$ cat config.mk
export PLATFORM = sky130hd
export DESIGN_NAME = i2c_register_read_sequencer_top
export DESIGN_NICKNAME = d
export VERILOG_FILES = /design/src/design/i2crrs_pkg.sv /design/src/design/i2c_register_read_sequencer_top.sv /design/src/design/i2crrs_step.sv
export SDC_FILE = /design/constraint.sdc
export NUM_CORES = 1
export LEC_CHECK = 0
export BUFFER_PORTS_ARGS = -buffer_cell sky130_fd_sc_hd__buf_2
export CAP_MARGIN = 20
export CORE_MARGIN = 10
export CORE_UTILIZATION = 50
export DETAILED_ROUTE_END_ITERATION = 10
export PLACE_DENSITY = 0.79
export SYNTH_ARGS = -nofsm -noshare
export SYNTH_HDL_FRONTEND = slang
export SYNTH_SLANG_ARGS = --single-unit
$ cat constraint.sdc
create_clock -name i_clk -period 4.9 [get_ports i_clk]
set_clock_uncertainty 0.2 [all_clocks]
set_input_delay 0.98 -clock i_clk [delete_from_list [all_inputs] [get_ports i_clk]]
set_output_delay 0.98 -clock i_clk [all_outputs]
set_load 0.01 [all_outputs]
$ cat src/design/i2crrs_pkg.sv
// Shared types and codes for the I2C register-read sequencer.
package i2crrs_pkg;

    // Sequencer phases, one per poll step of a register read.
    localparam logic [3:0] PH_DEV_WR    = 4'd0;
    localparam logic [3:0] PH_WAIT_DEV  = 4'd1;
    localparam logic [3:0] PH_SEND_REG  = 4'd2;
    localparam logic [3:0] PH_WAIT_REG  = 4'd3;
    localparam logic [3:0] PH_DEV_RD    = 4'd4;
    localparam logic [3:0] PH_WAIT_RD   = 4'd5;
    localparam logic [3:0] PH_RX_SETUP  = 4'd6;
    localparam logic [3:0] PH_WAIT_BYTE = 4'd7;
    localparam logic [3:0] PH_TAKE_BYTE = 4'd8;

    // Bus condition codes.
    localparam logic [1:0] COND_NONE    = 2'd0;
    localparam logic [1:0] COND_START   = 2'd1;
    localparam logic [1:0] COND_RESTART = 2'd2;
    localparam logic [1:0] COND_STOP    = 2'd3;

    // Direction codes.
    localparam logic [1:0] DIR_KEEP = 2'd0;
    localparam logic [1:0] DIR_TX   = 2'd1;
    localparam logic [1:0] DIR_RX   = 2'd2;

    // Acknowledge codes.
    localparam logic [1:0] ACK_KEEP = 2'd0;
    localparam logic [1:0] ACK_ACK  = 2'd1;
    localparam logic [1:0] ACK_NACK = 2'd2;

    // Configuration register indexes.
    localparam logic [1:0] CFG_DEV_ADDR  = 2'd0;
    localparam logic [1:0] CFG_REG_ADDR  = 2'd1;
    localparam logic [1:0] CFG_READ_CNT  = 2'd2;

    // Read bit OR-ed into the device address for the read phase.
    localparam logic [7:0] READ_BIT = 8'h01;

    // Width of the packed output word.
    localparam int unsigned OUT_DATA_W = 40;

    typedef struct packed {
        logic [3:0] phase;
        logic [7:0] bytes_received;
        logic       last_pending;
    } t_state;

    typedef struct packed {
        logic [7:0] device_address;
        logic [7:0] register_address;
        logic [7:0] read_count;
    } t_cfg;

    typedef struct packed {
        logic       clear_flag;
        logic [1:0] bus_condition;
        logic [1:0] direction_set;
        logic       tx_valid;
        logic [7:0] tx_byte;
        logic       dummy_read;
        logic [1:0] ack_select;
        logic       data_valid;
        logic [7:0] data_byte;
        logic [7:0] data_index;
        logic       done_res;
    } t_result;

endpackage

$ cat src/design/i2c_register_read_sequencer_top.sv
// Top level of the I2C register-read sequencer with its stream ports and registers.
//
// Usage: each input word is one poll of a byte-level I2C master engine,
// carrying its transfer-complete flag and data register. For every poll the
// block returns exactly one output word with the commands to issue that
// cycle (flag clear, bus condition, direction, transmit byte, dummy read,
// ack choice) and any received byte with its index; tlast marks the word
// that carries the final byte of a read together with the stop.
// The user must set device address, register address and read count through
// the write port only while the block is idle; the block itself does not
// enforce this. Each takes effect at once. The output word is registered: it
// appears in the cycle after its input word is accepted, the poll being handled
// by the step logic between the state and output registers. One word per cycle unless the receiver stalls.
// Reset (synchronous, active low) clears the state to the start of a
// transaction, the registers to address zero and read count one, and
// empties the output register.
// When the receiver stalls, the output word holds and s_tready drops until
// the word is taken; a word may be accepted in the cycle the old one leaves.
module i2c_register_read_sequencer_top (
    input  logic        i_clk,
    input  logic        i_rst_n,
    // Configuration write port.
    input  logic        i_cfg_we,
    input  logic [1:0]  i_cfg_idx,
    input  logic [7:0]  i_cfg_data,
    // Poll input: [0] transfer_done, [8:1] rx_byte, [15:9] zero.
    input  logic        i_s_tvalid,
    output logic        o_s_tready,
    input  logic [15:0] i_s_tdata,
    // Result: [0] clear_flag, [2:1] bus_condition, [4:3] direction_set,
    // [5] tx_valid, [13:6] tx_byte, [14] dummy_read, [16:15] ack_select,
    // [17] data_valid, [25:18] data_byte, [33:26] data_index, [39:34] zero.
    output logic        o_m_tvalid,
    input  logic        i_m_tready,
    output logic [i2crrs_pkg::OUT_DATA_W-1:0] o_m_tdata,
    // done_res: last byte taken and stop issued.
    output logic        o_m_tlast
);
    import i2crrs_pkg::*;

    t_cfg    r_cfg;
    t_state  r_state;
    t_state  n_state;
    t_result n_result;
    t_result r_result;
    logic    r_out_valid;
    logic    s_accept;

    assign o_s_tready = !r_out_valid || i_m_tready;
    assign s_accept   = i_s_tvalid && o_s_tready;

    // Configuration registers.
    always_ff @(posedge i_clk) begin
        if (!i_rst_n) begin
            r_cfg.device_address   <= 8'd0;
            r_cfg.register_address <= 8'd0;
            r_cfg.read_count       <= 8'd1;
        end else if (i_cfg_we) begin
            unique case (i_cfg_idx)
                CFG_DEV_ADDR: r_cfg.device_address   <= i_cfg_data;
                CFG_REG_ADDR: r_cfg.register_address <= i_cfg_data;
                CFG_READ_CNT: r_cfg.read_count       <= i_cfg_data;
                default: ;
            endcase
        end
    end

    // Poll step logic.
    i2crrs_step u_step (
        .i_state         (r_state),
        .i_cfg           (r_cfg),
        .i_transfer_done (i_s_tdata[0]),
        .i_rx_byte       (i_s_tdata[8:1]),
        .o_state         (n_state),
        .o_result        (n_result)
    );

    // Sequencer state advances once per accepted poll.
    always_ff @(posedge i_clk) begin
        if (!i_rst_n) begin
            r_state.phase          <= PH_DEV_WR;
            r_state.bytes_received <= 8'd0;
            r_state.last_pending   <= 1'b0;
        end else if (s_accept) begin
            r_state <= n_state;
        end
    end

    // Output register valid flag.
    always_ff @(posedge i_clk) begin
        if (!i_rst_n) begin
            r_out_valid <= 1'b0;
        end else if (o_s_tready) begin
            r_out_valid <= i_s_tvalid;
        end
    end

    // Output word payload.
    always_ff @(posedge i_clk) begin
        if (s_accept) begin
            r_result <= n_result;
        end
    end

    assign o_m_tvalid = r_out_valid;
    assign o_m_tlast  = r_result.done_res;
    assign o_m_tdata  = {6'd0,
                         r_result.data_index,
                         r_result.data_byte,
                         r_result.data_valid,
                         r_result.ack_select,
                         r_result.dummy_read,
                         r_result.tx_byte,
                         r_result.tx_valid,
                         r_result.direction_set,
                         r_result.bus_condition,
                         r_result.clear_flag};

    // The phase never reaches the unused codes.
    a_phase_range: assert property (@(posedge i_clk) disable iff (!i_rst_n)
        r_state.phase <= PH_TAKE_BYTE)
        else $error("sequencer phase outside the used range");

    // A finished transaction always carries a byte and a stop.
    a_done_stop: assert property (@(posedge i_clk) disable iff (!i_rst_n)
        (r_out_valid && r_result.done_res) |->
            (r_result.data_valid && r_result.bus_condition == COND_STOP))
        else $error("done word without byte or stop");

    // A new transaction starts with no bytes counted.
    a_fresh_count: assert property (@(posedge i_clk) disable iff (!i_rst_n)
        (r_state.phase == PH_DEV_WR) |->
            (r_state.bytes_received == 8'd0 && !r_state.last_pending))
        else $error("byte count not cleared at transaction start");

    // A stalled output word blocks new polls.
    a_stall_block: assert property (@(posedge i_clk) disable iff (!i_rst_n)
        (r_out_valid && !i_m_tready) |-> !o_s_tready)
        else $error("poll accepted while output word stalled");

endmodule

$ cat src/design/i2crrs_step.sv
// One poll of the sequencer: next state and the commands for this poll.
module i2crrs_step (
    input  i2crrs_pkg::t_state  i_state,
    input  i2crrs_pkg::t_cfg    i_cfg,
    input  logic                i_transfer_done,
    input  logic [7:0]          i_rx_byte,
    output i2crrs_pkg::t_state  o_state,
    output i2crrs_pkg::t_result o_result
);
    import i2crrs_pkg::*;

    logic last_now;

    // The byte about to be received is the last one when its index is count minus one.
    assign last_now = (i_state.bytes_received == (i_cfg.read_count - 8'd1));

    always_comb begin
        o_state  = i_state;
        o_result = '0;
        unique case (i_state.phase)
            PH_DEV_WR: begin
                o_result.direction_set = DIR_TX;
                o_result.bus_condition = COND_START;
                o_result.tx_valid      = 1'b1;
                o_result.tx_byte       = i_cfg.device_address;
                o_state.phase          = PH_WAIT_DEV;
            end
            PH_WAIT_DEV: begin
                if (i_transfer_done) begin
                    o_result.clear_flag = 1'b1;
                    o_state.phase       = PH_SEND_REG;
                end
            end
            PH_SEND_REG: begin
                o_result.tx_valid = 1'b1;
                o_result.tx_byte  = i_cfg.register_address;
                o_state.phase     = PH_WAIT_REG;
            end
            PH_WAIT_REG: begin
                if (i_transfer_done) begin
                    o_result.clear_flag = 1'b1;
                    o_state.phase       = PH_DEV_RD;
                end
            end
            PH_DEV_RD: begin
                o_result.bus_condition = COND_RESTART;
                o_result.tx_valid      = 1'b1;
                o_result.tx_byte       = i_cfg.device_address | READ_BIT;
                o_state.phase          = PH_WAIT_RD;
            end
            PH_WAIT_RD: begin
                if (i_transfer_done) begin
                    o_result.clear_flag    = 1'b1;
                    o_result.direction_set = DIR_RX;
                    o_state.phase          = PH_RX_SETUP;
                end
            end
            PH_RX_SETUP: begin
                o_state.last_pending = last_now;
                o_result.ack_select  = last_now ? ACK_NACK : ACK_ACK;
                o_result.dummy_read  = 1'b1;
                o_state.phase        = PH_WAIT_BYTE;
            end
            PH_WAIT_BYTE: begin
                if (i_transfer_done) begin
                    o_result.clear_flag = 1'b1;
                    o_state.phase       = PH_TAKE_BYTE;
                end
            end
            PH_TAKE_BYTE: begin
                o_result.data_valid = 1'b1;
                o_result.data_byte  = i_rx_byte;
                o_result.data_index = i_state.bytes_received;
                if (i_state.last_pending) begin
                    o_result.bus_condition = COND_STOP;
                    o_result.done_res      = 1'b1;
                    o_state.bytes_received = '0;
                    o_state.last_pending   = 1'b0;
                    o_state.phase          = PH_DEV_WR;
                end else begin
                    o_state.bytes_received = i_state.bytes_received + 8'd1;
                    o_state.phase          = PH_RX_SETUP;
                end
            end
            default: begin
                // Unused phase codes fall back to the start of a transaction.
                o_state.phase = PH_DEV_WR;
            end
        endcase
    end

endmodule
==> run summary, run 1 <==
status - finished clean
initial DRC count - 84
Pleak - 1.623 nW
GR Util met3 - 0.04493
Synth Warn # - 0
Gate Count Post-Synth - 305
fillers - 540
Antenna diodes - 0
Starting Density - 0.5206
Std-Cell Rows - 29
core area - 6422 um^2
MaxCap Viol Count - 0
Post-Route Utilization - 0.6006
fin crit period - 2.632 ns
combinational fraction of design power - 0.090
P_int - 0.0009804 W
Sw Share - 0.2335
worst-path maximum fanout - 22
Post-synth EDFFs - 35
H-tree depth - 3
slowest CP cell - inv_1
Fin. Hold Viols - 0
Tot GR Track Use - 0.1317
syn_area_per_cell - 10.96 um^2
Clk Latency, worst-skew pair - 0.33 ns
Worst Hold Class - register to register
share of power burned in the clock network - 0.374
Sink Count - 73
final wirelength - 6415 um
busiest grt layer - met2
via/cell ratio - 5.185
Reg power frac - 0.536
drt first pass iters - 4
vias after detailed routing - 2302
fin crit share - 0.5371
port bufs - 60
maximum number of pins on one net before global-route repair - 34
slew of the pin with the lowest slew margin - 0.6282 ns
hold_buf cts - 0
TritonCTS Buffers - 9
startpoint types - input port
die area - 10360 um^2
met1 Usage GRT - 0.1583
Clk pin slew, worst setup/hold paths - 0.08 ns
postcts setup bufs - 0
Critical Path RT - 4.96 ns
Residual DRC - 0
DIE HEIGHT - 101.8 um
CP Cell Sequence - buf_2 -> nand2b_1 -> nand2_1 -> inv_1 -> buf_4 -> and3_1 -> o2111ai_1 -> o21ai_1
post-DP HPWL - 4707 um
RSZ-0062 raised after global routing - false
Worst Setup End Kind - register
Overflow after GRT - 0
# resized after CTS - 0
final setup violation count - 0
Synth Register Bits - 73
layout cells sized above 1 - 0.2398
post-synth cell types - 47
Die X - 101.8 um
Synth Flop Type - dfxtp_1
Worst Path Arrival - 2.70 ns
critical path class - input port to register
met2 Usage GRT - 0.2068
fmax - 379.9 MHz
post-route ant nets - 0
GPL Wtd Cong - 0.8651
WHS - 0.3256 ns
mapped cell area - 3343 um^2
CTS Buffer Depth - 2
slew margin rel. - 0.5808
I/O pin count - 74
first-pass GRT wire length - 10850 um
Synth-to-Final Area Change - 15.38%
routed length per instance - 14.45 um
CTS tree - done
Async S/R FF share, synth - 0
antenna violations before repair - 0
Final Slew Violations - 0
Net Sw Power - 0.0002987 W
peak per-stage delay on the critical path - 0.50 ns
final setup TNS - 0 ns
vias in the first global route - 2309
Final nets - 395
clk root buf - clkbuf_8
PD cells - 331.6 nW/um^2
post-synthesis sequential area ratio - 0.5419
peak supply drop - 0.1398 mV
metal layers:
layer | wire length, um | part of all wire | vias to the layer above
met5 | 0 | 0 | -
met4 | 56 | 0.0087 | 0
met3 | 424 | 0.066 | 4
met2 | 3004 | 0.47 | 64
met1 | 2929 | 0.46 | 1077
li1 | - | - | 1157
area by class of cell:
type / instances / area [um^2] / area share
clock buffers: 11 / 152.6 / 0.03957
clock inverters: 5 / 53.80 / 0.01395
inverters: 7 / 26.28 / 0.006812
multi-input cells: 208 / 1394 / 0.3613
flip-flops and latches: 73 / 1812 / 0.4697
well taps: 77 / 96.34 / 0.02498
repair buffers: 63 / 322.8 / 0.08368
cell families (layout without fill, tap and decap cells):
| family | count (synthesis) | in the layout | synth area share |
|---|---|---|---|
| mux | 24 | 24 | 0.07335 |
| other cells | 1 | 6 | 0.001122 |
| simple gates | 127 | 127 | 0.2219 |
| compound gates | 33 | 33 | 0.06549 |
| buf+inv | 29 | 86 | 0.04678 |
| flops | 73 | 73 | 0.5419 |
| xor+xnor | 16 | 16 | 0.04192 |
| fa+ha+maj | 2 | 2 | 0.007484 |
worst max-delay path, delay by kind of cell:
kind                   cells  cell delay [ns]
buffers and inverters      3             0.96
AND/OR/NAND/NOR            3             0.49
AO/OA/AOI/OAI              2             0.24
sequential cells by signal (all words and copies together) (netlist names):
name,cells
o_m_tlast,1
r_cfg,24
o_m_tvalid,1
r_state,13
o_m_tdata,34
synth_stat cells (2+ instances only):
cell / instances / area (um^2)
o21ai_0: 6 / 30.03
a21oi_1: 12 / 60.06
a21boi_0: 2 / 15.01
clkbuf_1: 8 / 30.03
nand2b_1: 6 / 37.54
a211oi_1: 3 / 22.52
buf_6: 2 / 22.52
edfxtp_1: 35 / 1051
and2_1: 17 / 106.4
nor2b_1: 27 / 168.9
buf_2: 5 / 25.02
nor3_1: 5 / 25.02
o211ai_1: 2 / 15.01
nand4_1: 7 / 43.79
ha_1: 2 / 25.02
inv_1: 6 / 22.52
xnor2_1: 8 / 70.07
a22oi_1: 2 / 15.01
dfxtp_1: 38 / 760.7
nand3b_1: 6 / 45.04
buf_4: 7 / 52.55
nor3b_1: 4 / 30.03
nor2_1: 24 / 90.09
nand2_1: 16 / 60.06
and3_1: 4 / 25.02
mux2i_1: 23 / 230.2
xor2_1: 8 / 70.07
final timing paths:
kind / slack (ns) / endpoint / cells past startpoint / start
min: 0.33 / r_cfg[23] / 2 / r_cfg[23]
max: 2.27 / r_state[0] / 8 / i_m_tready
max reg2reg: 2.71 / r_state[0] / 7 / o_m_tvalid
min reg2reg: 0.33 / r_cfg[23] / 2 / r_cfg[23]
layout by cell type, fill, tap and decap left out, types with 7 or more instances in the layout:
cell type,n
edfxtp_1,35
dfxtp_1,38
xor2_1,8
clkbuf_8,9
mux2i_1,23
nand4_1,7
a21oi_1,12
buf_2,60
and2_1,17
nor2b_1,27
nand2_1,16
nor2_1,24
xnor2_1,8
power by group through the flow:
stage	sequential [W]	combinational, W	clock [W]
CTS	0.000685	0.000117	0.000490
global placement	0.000698	0.000114	0
finish	0.000686	0.000115	0.000478
detailed placement	0.000699	0.000116	0
floorplan	0.000701	0.0000759	0
global route	0.000689	0.000129	0.000520
through the flow:
| step | std cells | worst slack [ns] | area (um^2) | total power, W |
|---|---|---|---|---|
| final | 444 | 2.268 | 3857 | 0.001279 |
| after global routing | 444 | 2.077 | 3857 | 0.001338 |
| after CTS | 444 | 2.264 | 3857 | 0.001293 |
| after detailed placement | 428 | 1.921 | 3651 | 0.0008158 |
| after global placement | 428 | 2.016 | 3651 | 0.0008120 |
| after floorplan | 310 | 2.125 | 3362 | 0.0007771 |
No activity file was read; power rests on OpenSTA's default activity.
==> inputs of run 2 (changes only) <==
==> constraint.sdc (replaced) <==
create_clock -name i_clk -period 2.6 [get_ports i_clk]
set_clock_uncertainty 0.2 [all_clocks]
set_input_delay 0.52 -clock i_clk [delete_from_list [all_inputs] [get_ports i_clk]]
set_output_delay 0.52 -clock i_clk [all_outputs]
set_load 0.01 [all_outputs]
==> run summary, run 2 (synthesis results as in run 1) <==
status - finished clean
critical path class - register to register
DIE HEIGHT - 101.8 um
slew of the pin with the lowest slew margin - 0.6164 ns
fmax - 483.4 MHz
vias in the first global route - 2366
vias after detailed routing - 2310
fin crit period - 2.069 ns
startpoint types - register
port bufs - 60
PD cells - 662.8 nW/um^2
R2R Path End - o_m_tdata[15]
Fin. Hold Viols - 0
H-tree depth - 3
die area - 10360 um^2
hold_buf cts - 0
Clk Latency, worst-skew pair - 0.36 ns
I/O pin count - 74
Tot GR Track Use - 0.1365
Std-Cell Rows - 29
Antenna diodes - 0
fin crit share - 0.7956
Reg area - 1812 um^2
Residual DRC - 0
# resized after CTS - 0
final setup violation count - 0
GPL Wtd Cong - 0.8364
core area - 6422 um^2
antenna violations before repair - 0
commonest non-fill, non-tap cell in the layout - buf_2
Overflow after GRT - 0
TritonCTS Buffers - 9
post-route ant nets - 0
slew margin rel. - 0.5885
drt first pass iters - 4
Final nets - 396
layout cells sized above 1 - 0.2418
Worst Path Arrival - 1.99 ns
Multi-input gate area - 1394 um^2
fillers - 516
peak supply drop - 0.2694 mV
Sink Count - 73
hold depth - 3
final setup TNS - 0 ns
Clk pin slew, worst setup/hold paths - 0.08 ns
MaxCap Viol Count - 0
first-pass GRT wire length - 11170 um
post-route cell area - 3900 um^2
routed length per instance - 14.80 um
final wirelength - 6584 um
via/cell ratio - 5.191
r2r setup slk - 0.53 ns
post-DP HPWL - 4666 um
Critical Path RT - 2.52 ns
Pleak - 1.633 nW
initial DRC count - 112
Final Slew Violations - 0
Synth-to-Final Area Change - 16.65%
Worst Hold End - o_m_tvalid
RSZ-0062 raised after global routing - false
Die X - 101.8 um
most frequent cells in the layout - buf_2 (60), dfxtp_1 (38), edfxtp_1 (35), nor2b_1 (27), nor2_1 (24)
clk root buf - clkbuf_8
worst reg2reg startpoint - r_cfg[0]
worst-case reg-to-reg path depth - 6
Worst Setup End Kind - register
CTS Buffer Depth - 2
CTS tree - done
min-delay src - i_s_tvalid
max reg flops - 34
placed inst area - 3659 um^2
postcts setup bufs - 0
Starting Density - 0.5206
Worst Hold Class - input port to register
maximum number of pins on one net before global-route repair - 34
worst-path maximum fanout - 4
-- run 2: cell types whose count changed in the layout (fill, tap and decap cells not counted) --
| cell | before | now |
|---|---|---|
| clkinv_1 | 1 | 2 |
| clkbuf_16 | 1 | 0 |
| clkinv_4 | 1 | 0 |
| clkbuf_1 | 1 | 0 |
| clkinvlp_4 | 0 | 2 |
| inv_6 | 0 | 1 |
| buf_4 | 3 | 4 |
| clkinv_2 | 3 | 0 |
| bufinv_16 | 1 | 3 |
-- run 2: how the worst max path moves through the flow --
stage                     startpoint       endpoint  slack (ns)  cells after the start
after global placement      r_cfg[0]  o_m_tdata[15]        0.55                      6
final                       r_cfg[0]  o_m_tdata[15]        0.53                      6
after global routing        r_cfg[0]  o_m_tdata[15]        0.28                      6
after detailed placement    r_cfg[0]  o_m_tdata[15]        0.56                      6
after floorplan           i_m_tready     r_state[0]        0.29                      6
after CTS                   r_cfg[0]  o_m_tdata[15]        0.51                      6
-- run 2: critical path: stages, from the launching register on --
cell      delay (ns)
dfxtp_1         0.43
inv_1           0.09
ha_1            0.23
nand2b_1        0.16
a311oi_1        0.33
o211ai_1        0.19
o21a_1          0.20
-- run 2: power by group --
part	internal, W	switching, W	total (W)
clock network	0.000637	0.000437	0.00107
registers	0.00126	0.0000359	0.00129
logic	0.0000943	0.000126	0.000220
-- run 2: stage by stage --
stage	hold WS, ns	util	power, W	std cells	setup WS, ns
floorplan	0.2742	-	0.001465	310	0.2854
global placement	0.2968	0.5696	0.001532	429	0.5544
detailed placement	0.3094	0.5696	0.001538	429	0.5607
CTS	0.2087	0.6072	0.002608	445	0.5133
global route	0.2284	0.6072	0.002677	445	0.2835
finish	0.2212	0.6072	0.002585	445	0.5315
-- run 2: per-layer routing --
metal  GRT usage  vias up  routed length (um)
li1            -     1162                   -
met5           0        -                   0
met1      0.1582     1054                2818
met3     0.04969       16                 623
met4     0.07591        0                 158
met2      0.2152       78                2984
-- run 2: area by class of cell --
type	instances	share of cell area
Timing Repair Buffer	64	0.08470
Clock buffer	9	0.03176
Tap cell	77	0.02470
Multi-Input combinational cell	208	0.3574
Sequential cell	73	0.4645
Inverter	7	0.006737
Clock inverter	7	0.03016
==> inputs of run 3 (changes only) <==
--- a/config.mk
+++ b/config.mk
@@ -5,12 +5,13 @@
 export SDC_FILE = /design/constraint.sdc
 export NUM_CORES = 1
 export LEC_CHECK = 0
+export ABC_AREA = 1
 export BUFFER_PORTS_ARGS = -buffer_cell sky130_fd_sc_hd__buf_2
 export CAP_MARGIN = 20
 export CORE_MARGIN = 10
-export CORE_UTILIZATION = 50
+export CORE_UTILIZATION = 48
 export DETAILED_ROUTE_END_ITERATION = 10
-export PLACE_DENSITY = 0.79
+export PLACE_DENSITY = 0.8
 export SYNTH_ARGS = -nofsm -noshare
 export SYNTH_HDL_FRONTEND = slang
 export SYNTH_SLANG_ARGS = --single-unit
==> constraint.sdc (replaced) <==
create_clock -name i_clk -period 1.8 [get_ports i_clk]
set_clock_uncertainty 0.2 [all_clocks]
set_input_delay 0.36 -clock i_clk [delete_from_list [all_inputs] [get_ports i_clk]]
set_output_delay 0.36 -clock i_clk [all_outputs]
set_load 0.01 [all_outputs]
==> run summary, run 3 <==
status - finished clean
commonest non-fill, non-tap cell in the layout - nor2_1
Clk Latency, worst-skew pair - 0.34 ns
Critical Path RT - 1.68 ns
I/O pin count - 74
maximum number of pins on one net before global-route repair - 29
final cell count without fillers - 521
number of cells after detailed placement - 504
initial DRC count - 153
M1 wire length - 3217 um
startpoint types - register
die area - 10450 um^2
syn_area_per_cell - 8.889 um^2
Residual DRC - 0
H-tree depth - 3
Starting Density - 0.5023
Sink Count - 73
Post-Route Utilization - 0.6232
Tot GR Track Use - 0.1430
Multi-input gate area - 1229 um^2
Synth Warn # - 0
Fin. Hold Viols - 0
hold_buf cts - 0
Synth top cells by count - nor2_1 (75), inv_1 (53), nand2_1 (50), dfxtp_1 (38), edfxtp_1 (35)
DIE HEIGHT - 102.2 um
Clk pin slew, worst setup/hold paths - 0.07 ns
most frequent cells in the layout - nor2_1 (72), buf_2 (60), inv_1 (51), nand2_1 (48), dfxtp_1 (36)
MaxCap Viol Count - 0
Post-Place Worst Slack - 0.05484 ns
max reg flops - 34
core area - 6459 um^2
port bufs - 60
Antenna diodes - 0
worst-case reg-to-reg path depth - 9
placed inst area - 3730 um^2
Buf/Inv on CP - 1
met2 WL post-DR - 3432 um
layout cells sized above 1 - 0.2387
final wirelength - 7386 um
min-delay src - i_cfg_data[6]
count leader, synth - nor2_1
TritonCTS Buffers - 9
Worst Setup End Kind - register
Synth Register Bits - 73
final worst slack - 0.1197 ns
Worst Hold Class - input port to register
PD cells - 998.4 nW/um^2
r2r setup slk - 0.12 ns
area share of the largest cell type after synthesis - 0.3239
slowest CP cell - dfxtp_1
hold depth - 3
final setup violation count - 0
Yosys top cell by area - edfxtp_1
Worst Hold End - r_cfg[14]
clk root buf - clkbuf_8
fin crit share - 0.9335
routed length per instance - 14.18 um
critical path class - register to register
Synth Flop Type - dfxtp_1
met3 WL - 675 um
largest delay contributor family on the critical path - simple AND/OR/NAND/NOR gates
Reg area - 1817 um^2
worst-path maximum fanout - 4
Overflow after GRT - 0
CTS tree - done
GPL Wtd Cong - 0.8364
peak supply drop - 0.5388 mV
Std-Cell Rows - 29
Die X - 102.2 um
first-pass GRT wire length - 12030 um
fmax - 595.1 MHz
R2R Path End - o_m_tdata[15]
vias after detailed routing - 2667
post-route ant nets - 0
top post-synthesis cells by area - edfxtp_1 (32%), dfxtp_1 (23%), nor2_1 (8.7%), inv_1 (6.1%), nand2_1 (5.8%)
Gate Count Post-Synth - 365
mapped cell area - 3244 um^2
Worst path most repeated cell - nand2_1
post-synthesis sequential area ratio - 0.5584
CP Cell Sequence - inv_1 -> ha_4 -> nand2_1 -> nand2_1 -> nand2_1 -> nand2_1 -> nand3_1 -> nor2_2 -> a21oi_1
post-synth cell types - 37
Final nets - 472
Final Slew Violations - 0
drt first pass iters - 4
post-route cell area - 4025 um^2
worst reg2reg startpoint - r_cfg[1]
post-DP HPWL - 5327 um
fillers - 529
vias in the first global route - 2645
Pleak - 1.820 nW
CTS Buffer Depth - 2
antenna violations before repair - 0
Worst Path Arrival - 1.56 ns
Async S/R FF share, synth - 0
top sig layer - met4
peak per-stage delay on the critical path - 0.33 ns
Post-synth EDFFs - 35
fin crit period - 1.680 ns
Synth-to-Final Area Change - 24.06%
WHS - 0.09279 ns
via/cell ratio - 5.119
==> run 3: cell count changes in the layout (fill, tap and decap cells not counted), moves of 7 or more <==
cell / previous run / this run
o21ai_0: 6 / 31
nor2b_1: 27 / 0
a32o_1: 0 / 7
and2_1: 17 / 0
nor2_1: 24 / 72
mux2i_1: 23 / 0
nand2_1: 16 / 48
nand3_1: 1 / 15
inv_1: 6 / 51
==> run 3: what timing repair did <==
action                     in CTS  in global routing
setup buffers                   0                  1
resized for setup               0                  6
setup endpoints to repair       0                  6
==> run 3: cells by family after synthesis <==
| family | share of synthesized area |
|---|---|
| adder cells (fa/ha/maj) | 0.007712 |
| AND/OR/NAND/NOR | 0.2160 |
| AO/OA/AOI/OAI | 0.1122 |
| XOR/XNOR | 0.01620 |
| buffers and inverters | 0.08831 |
| other | 0.001156 |
| flip-flops | 0.5584 |
==> run 3: how the worst max path moves through the flow <==
stage,start,endpoint,slack (ns),depth (start not counted)
after floorplan,i_m_tready,r_state[11],-0.005,8
after global placement,i_m_tready,r_state[5],0.1,10
after detailed placement,r_cfg[0],o_m_tdata[15],0.05,9
after CTS,r_cfg[1],o_m_tdata[15],0.05,9
after global routing,r_cfg[1],o_m_tdata[16],-0.02,9
final,r_cfg[1],o_m_tdata[15],0.12,9
==> run 3: metal layers <==
| metal | track usage | vias up |
|---|---|---|
| met4 | 0.04664 | 0 |
| li1 | - | 1332 |
| met1 | 0.1676 | 1243 |
| met5 | 0 | - |
| met3 | 0.06680 | 8 |
| met2 | 0.2277 | 84 |
==> run 3: tightest hold or removal path: stages <==
cell and delay, ns:
buf_2 0.10, nor2_1 0.05, nor2_1 0.08
==> run 3: layout make-up <==
| cell class | count | area share |
|---|---|---|
| Timing Repair Buffer | 70 | 0.09636 |
| Clock buffer | 10 | 0.03419 |
| Inverter | 55 | 0.05689 |
| Clock inverter | 6 | 0.03202 |
| Multi-Input combinational cell | 230 | 0.3053 |
| Tap cell | 77 | 0.02394 |
| Sequential cell | 73 | 0.4514 |
==> run 3: power by group <==
part           internal, W  switching, W  leakage (nW)
registers          0.00184     0.0000455         0.663
logic             0.000172      0.000297          1.02
clock network      0.00109      0.000578         0.134
total              0.00310      0.000920          1.82
==> run 3: through the flow <==
stage	power (W)	setup TNS (ns)
floorplan	0.002205	-0.005199
global placement	0.002355	0
detailed placement	0.002370	0
CTS	0.004043	0
global route	0.004195	-0.03591
finish	0.004019	0
